$ cat src/rtl/ncf_pkg.sv
// Package for the normalized 3x3 convolution filter: widths, types,
// register indexes and reset values shared by the lanes, the merge and the top.
// No dependencies.
`default_nettype none

package ncf_pkg;

   // Planes per pixel, and how many the result word can hold
   localparam int NCF_PLANES     = 4;
   localparam int NCF_MAX_PLANES = 4;

   localparam int PIX_W     = 8;
   localparam int TAPS      = 9;
   localparam int COEF_W    = 16;
   localparam int PROD_W    = PIX_W + 1 + COEF_W;   // unsigned pixel times signed coefficient
   localparam int ROW_W     = PROD_W + 2;           // sum of three products
   localparam int SUM_W     = ROW_W + 2;            // sum of three rows
   localparam int SCALE_W   = 32;
   localparam int SCALED_W  = SUM_W + SCALE_W;
   localparam int FRAC_W    = 24;                   // Q8.8 times Q16.16
   localparam int WORD_W    = NCF_MAX_PLANES * PIX_W;
   localparam int ROW_COEF_W = 3 * COEF_W;

   // Lane stages (products, row sums, total, scaled) plus the output register
   localparam int PIPE_DEPTH = 5;

   localparam int CSR_IDX_W  = 3;
   localparam int CSR_DATA_W = ROW_COEF_W;

   typedef enum logic [CSR_IDX_W-1:0] {
      CSR_COEF_TOP    = 3'd0,
      CSR_COEF_MIDDLE = 3'd1,
      CSR_COEF_BOTTOM = 3'd2,
      CSR_NORM_SCALE  = 3'd3,
      CSR_FOUR_PLANES = 3'd4
   } csr_idx_type;

   localparam logic [ROW_COEF_W-1:0] COEF_TOP_RESET    = 48'h0;
   localparam logic [ROW_COEF_W-1:0] COEF_MIDDLE_RESET = 48'h0000_0100_0000;
   localparam logic [ROW_COEF_W-1:0] COEF_BOTTOM_RESET = 48'h0;
   localparam logic [SCALE_W-1:0]    NORM_SCALE_RESET  = 32'h0001_0000;

   typedef logic [TAPS-1:0][WORD_W-1:0] window_type;   // tap 0 is top left
   typedef logic [TAPS-1:0][PIX_W-1:0]  pix_win_type;  // one plane of a window
   typedef logic [TAPS-1:0][COEF_W-1:0] kernel_type;   // tap 0 is top left
   typedef logic signed [SCALE_W-1:0]   scale_type;
   typedef logic signed [SCALED_W-1:0]  scaled_type;

endpackage

`default_nettype wire

$ cat src/rtl/ncf_merge.sv
// Merge stage: clamps each lane's scaled total to a byte, masks the upper
// planes in grayscale mode and holds the packed result. Depends on ncf_pkg.
`default_nettype none

module ncf_merge import ncf_pkg::*; #(
   parameter int PLANES = NCF_PLANES
) (
   input  wire logic                               clock,
   input  wire logic                               advance,
   input  wire logic                               four_planes,
   input  wire logic [PLANES-1:0][SCALED_W-1:0]    lane_scaled,
   output logic      [WORD_W-1:0]                  pixel
);

   // Zero when not positive, else the integer part saturated to 255
   function automatic logic [PIX_W-1:0] clamp_byte(input logic [SCALED_W-1:0] v);
      logic [PIX_W-1:0] res;
      if (v[SCALED_W-1] || (v == '0)) begin
         res = '0;
      end else if (|v[SCALED_W-2:FRAC_W+PIX_W]) begin
         res = '1;
      end else begin
         res = v[FRAC_W +: PIX_W];
      end
      return res;
   endfunction

   logic [WORD_W-1:0] pixel_ff;
   logic [WORD_W-1:0] pixel_in;

   for (genvar p = 0; p < NCF_MAX_PLANES; p++) begin : g_byte
      if (p == 0) begin : g_first
         assign pixel_in[p*PIX_W +: PIX_W] = clamp_byte(lane_scaled[p]);
      end else if (p < PLANES) begin : g_upper
         assign pixel_in[p*PIX_W +: PIX_W] =
            four_planes ? clamp_byte(lane_scaled[p]) : '0;
      end else begin : g_absent
         assign pixel_in[p*PIX_W +: PIX_W] = '0;
      end
   end

   always_ff @(posedge clock) begin
      if (advance) begin
         pixel_ff <= pixel_in;
      end
   end

   assign pixel = pixel_ff;

endmodule

`default_nettype wire

$ cat config.mk
export PLATFORM = sky130hd
export DESIGN_NAME = ncf_merge
export DESIGN_NICKNAME = d
export VERILOG_FILES = /design/src/rtl/ncf_pkg.sv /design/src/rtl/ncf_merge.sv
export SDC_FILE = /design/constraint.sdc
export NUM_CORES = 1
export LEC_CHECK = 0
export BUFFER_PORTS_ARGS = -buffer_cell sky130_fd_sc_hd__buf_2
export CORE_AREA = 2 2 107 109
export CTS_BUF_LIST = sky130_fd_sc_hd__clkbuf_8
export DETAILED_ROUTE_END_ITERATION = 8
export DIE_AREA = 0 0 109 111
export HOLD_SLACK_MARGIN = 0.05
export PLACE_DENSITY = 0.62
export SYNTH_ARGS = -nofsm -noshare
export SYNTH_HDL_FRONTEND = slang
export SYNTH_SLANG_ARGS = --single-unit
$ cat constraint.sdc
create_clock -name clock -period 1.5 [get_ports clock]
set_input_delay 0.075 -clock clock [delete_from_list [all_inputs] [get_ports clock]]
set_output_delay 0.075 -clock clock [all_outputs]
set_load 0.02 [all_outputs]
---- After elaboration in Yosys (flattened, before gate mapping) ----
Cells that the tools add are included.
storage, ports and cells
  output and inout bits ................... 32
  word-level logic and storage cells ...... 24
  register bits ........................... 32
  bits of input ports ..................... 247
cells by class
  muxes and demuxes ....................... 4
  bitwise logic cells ..................... 1
  reductions and logical operators ........ 15
operators by type and width
  kind              count
  $logic_not 61->1  4
  $reduce_or 28->1  4
  $mux 8            4
  $reduce_or 2->1   3
  $logic_or 1x1->1  4
  $not 1->1         1

---- Logic depth before layout (Yosys ltp) ----
  depth after elaboration ................. 3
  mapped depth ............................ 4
  depth with buffers taken out ............ 3

---- Least setup slack after synthesis ----
Ideal clock, no wire load.
  path type ............................... input-to-reg
  start point ............................. in lane_scaled[55] in the netlist's numbering
  end point ............................... reg pixel_ff[0], in the netlist pixel[0], data pin
  library setup time ...................... 271 ps
  arrival time ............................ 884 ps
  setup slack ............................. 346 ps
  required time ........................... 1,229 ps
  cell stages on the path ................. 4
  path through ............................ or4_1 > buf_2 > nor2_1 > a31oi_1
between the ends
  longest elaborated chain between the ends .. 2
  elaborated cells between the ends (all ways) .. 4
RTL lines
  what                                                         line                              RTL
  start: declaration                                           ncf_merge.sv:11                   input wire logic [PLANES-1:0][SCALED_W-1:0] lane_scaled,
  $logic_not 61->1 / $reduce_or 28->1 (equally long branches)  ncf_merge.sv:18, ncf_merge.sv:20
  $logic_or 1x1->1 / $mux 8 (equally long branches)            ncf_merge.sv:18, ncf_merge.sv:20
  end signal: assignment                                       ncf_merge.sv:44                   pixel_ff <= pixel_in;
  end: declaration                                             ncf_merge.sv:28                   logic [WORD_W-1:0] pixel_ff;
Parallel ways exist; a longest one is shown, timed or not.
A chain may end at the register's enable or synchronous reset.

---- Final worst setup path ----
  start point ............................. in lane_scaled[238] in the netlist's numbering
  end point ............................... reg pixel_ff[28], in the netlist pixel[28], data pin
between the ends
  longest elaborated chain between the ends .. 3
  elaborated cells between the ends (all ways) .. 5
RTL lines
  what                       line             RTL
  $logic_not 61->1           ncf_merge.sv:18  if (v[SCALED_W-1] || (v == '0)) begin
  $logic_or 1x1->1           ncf_merge.sv:18
  $reduce_or 2->1 (no line)  --
Parallel ways exist; a longest one is shown, timed or not.

==> metrics <==
core box area=11,080 µm²; DRT Wirelength=5.610 mm; boundary pin count=about 280; die width=109 µm; sw frac=approximately a quarter; placement row count=39; die area=12,100 µm²; internal power=between 1500 and 2000 µW; grt total ovfl=0; Layout area overhead=67.63%; worst-margin pin slew=approximately 410 ps; Critical Path Fanout Max=8; Clock Power Share=~27%; Post-synth EDFFs=32; P_leak=0.001249 µW; H-tree levels=2; Gates resized, CTS repair=0; max-cap check violation count=0; Post-Synth Adder-Cell Area=0%; Relative slew margins=between 70 and 80%; Reg power frac=roughly half; mux contribution to synthesized area=0%; first-pass GRT wire length=8.390 mm; Critical Path AT=roughly 1200 ps; GRT Total Usage=under 10%; CTS tree=yes; Final Slew Violations=0; largest family of logic cells by synthesized area=simple AND/OR/NAND/NOR gates; RSZ-0062 raised after global routing=no; Setup Buffers After CTS=0; Synth Area in XOR/XNOR=0%; IO Port Bufs=about 180; Critical Path Max Stage Delay=between 600 and 700 ps; Fin. Hold Viols=0; Post-Synth Simple-Gate Area=around a quarter; Seq/Total Area, Yosys=58.23%; Netlist cell types=12; Synth top cells by count=32 x a31oi_1, 32 x edfxtp_1, 32 x nor2_1, 16 x nor4_1, 8 x or4_4; layout cells sized above 1=between 60% and 70%; Slowest-stage cell, CP=or4_1; Setup crit start kind=primary input; Synth Register Bits=32; # nets final=572; synthesized area=1650 µm²; Tmin final=approximately 1100 ps; Post-Syn Nets=between 300 and 400; Synth area leaders=edfxtp_1 58%, a31oi_1 12%, nor2_1 7.3%; max reg flops=32; vias in the first global route=1,864; CP Cell Sequence=buf_2 > or4_1 > nor2_1 > a31oi_1; sw power=511.5 µW; largest net degree at the start of global routing=33; Antenna Nets Post-Route=0; Synth Flop Type=edfxtp_1; Post-DP HPWL=roughly 4.9 mm; worst hold path type=in2reg; gp weighted congestion=0.7471; Iteration-0 DRC Markers=52; DRC viols=0; Yosys warnings=0; Synth area leader=edfxtp_1; Mapped Cells=~150; Vias=roughly 1,900; Sink Count=32; clock root cell=clkbuf_8; complex-gate fraction of the synthesized area=around an eighth; endpoint class of the critical path=flip-flop; WP data required=about 1500 ps; setup_tns=0 ps; Final Cycle Share=76.47%; Pwr Density=~750 nW/µm²; clk slew on worst S/H paths=roughly 60 ps; WS Path Type=in2reg; clk buf depth=2; n_diodes=0; DR vias/cell=approximately 4.1; final setup fails=0; Synth Area per Inst=11.23 µm²; CTS Buf Count=5; initial antenna violation count=0; outcome=completed; worst vdd ir=about 0.29 mV; top-area cell type share of the netlist area=58.23%; combinational power share=between 20% and 30%; FMAX=0.8719 GHz; DR pass1 iterations=4; Post-CTS Hold Fix Bufs=0; die height=about 110 µm; Initial Util=14.90%; asr flop ratio synth=0%; drt wl/cell=between 10 and 15 µm; Final Power=~2100 µW
==> path summary, 6_finish.rpt <==
| path | slack, ps | from | endpoint | depth (start not counted) |
|---|---|---|---|---|
| setup / recovery | 350 | lane_scaled[238] | pixel[28] | 4 |
| hold / removal | 170 | lane_scaled[92] | pixel[15] | 3 |
==> per-layer routing <==
layer,share of wire (%),vias up,global-route usage (%)
met5,0,-,0
met4,0.96,0,2.821
met3,11,4,2.939
met2,48,110,15.57
met1,39,866,10.27
li1,-,943,-
==> metrics by stage <==
stage               cell area, µm²  util [%]  hold WS, ps  instances  setup WS (ps)
floorplan                     1650         -        187.5        147          345.9
detailed placement            2698     24.35        449.2        461          63.36
CTS                           2766     24.97        162.1        466          354.0
finish                        2766     24.97        173.2        466          353.0
global route                  2766     24.97        170.7        466          314.6
global placement              2698     24.35        437.9        461          70.67
==> logic make-up after synthesis <==
family	Yosys count
AO/OA/AOI/OAI	32
buffers and inverters	12
AND/OR/NAND/NOR	71
flip-flops	32
==> worst max-delay path, delay by kind of cell <==
| kind | cells | cell delay, ps |
|---|---|---|
| buffers and inverters | 1 | 100 |
| AOI/OAI and AO/OA | 1 | 100 |
| and+or+nand+nor | 2 | 880 |
==> power groups by stage <==
stage	logic (µW)	registers, µW	clock network (µW)
after global routing	494	1090	633
after CTS	455	1080	592
final	449	1080	559
after detailed placement	454	1100	0
after global placement	447	1100	0
after floorplan	67.0	1190	0
==> final cells by class <==
cell class | instances | area (µm²)
clock buffer | 5 | 68.82
fill | 1199 | 8310
multi-input combinational | 103 | 639.4
sequential | 32 | 960.9
tap | 143 | 178.9
timing repair buffer | 183 | 918.4
==> cells in the final DEF, fill, tap and decap left out, drive strengths merged <==
cell / instances
nor4: 16
and4: 4
a31oi: 32
buf: 183
nor2: 36
or4: 12
clkbuf: 5
edfxtp: 32
nand2b: 3
Note: power is estimated with default switching activity, not from simulation.
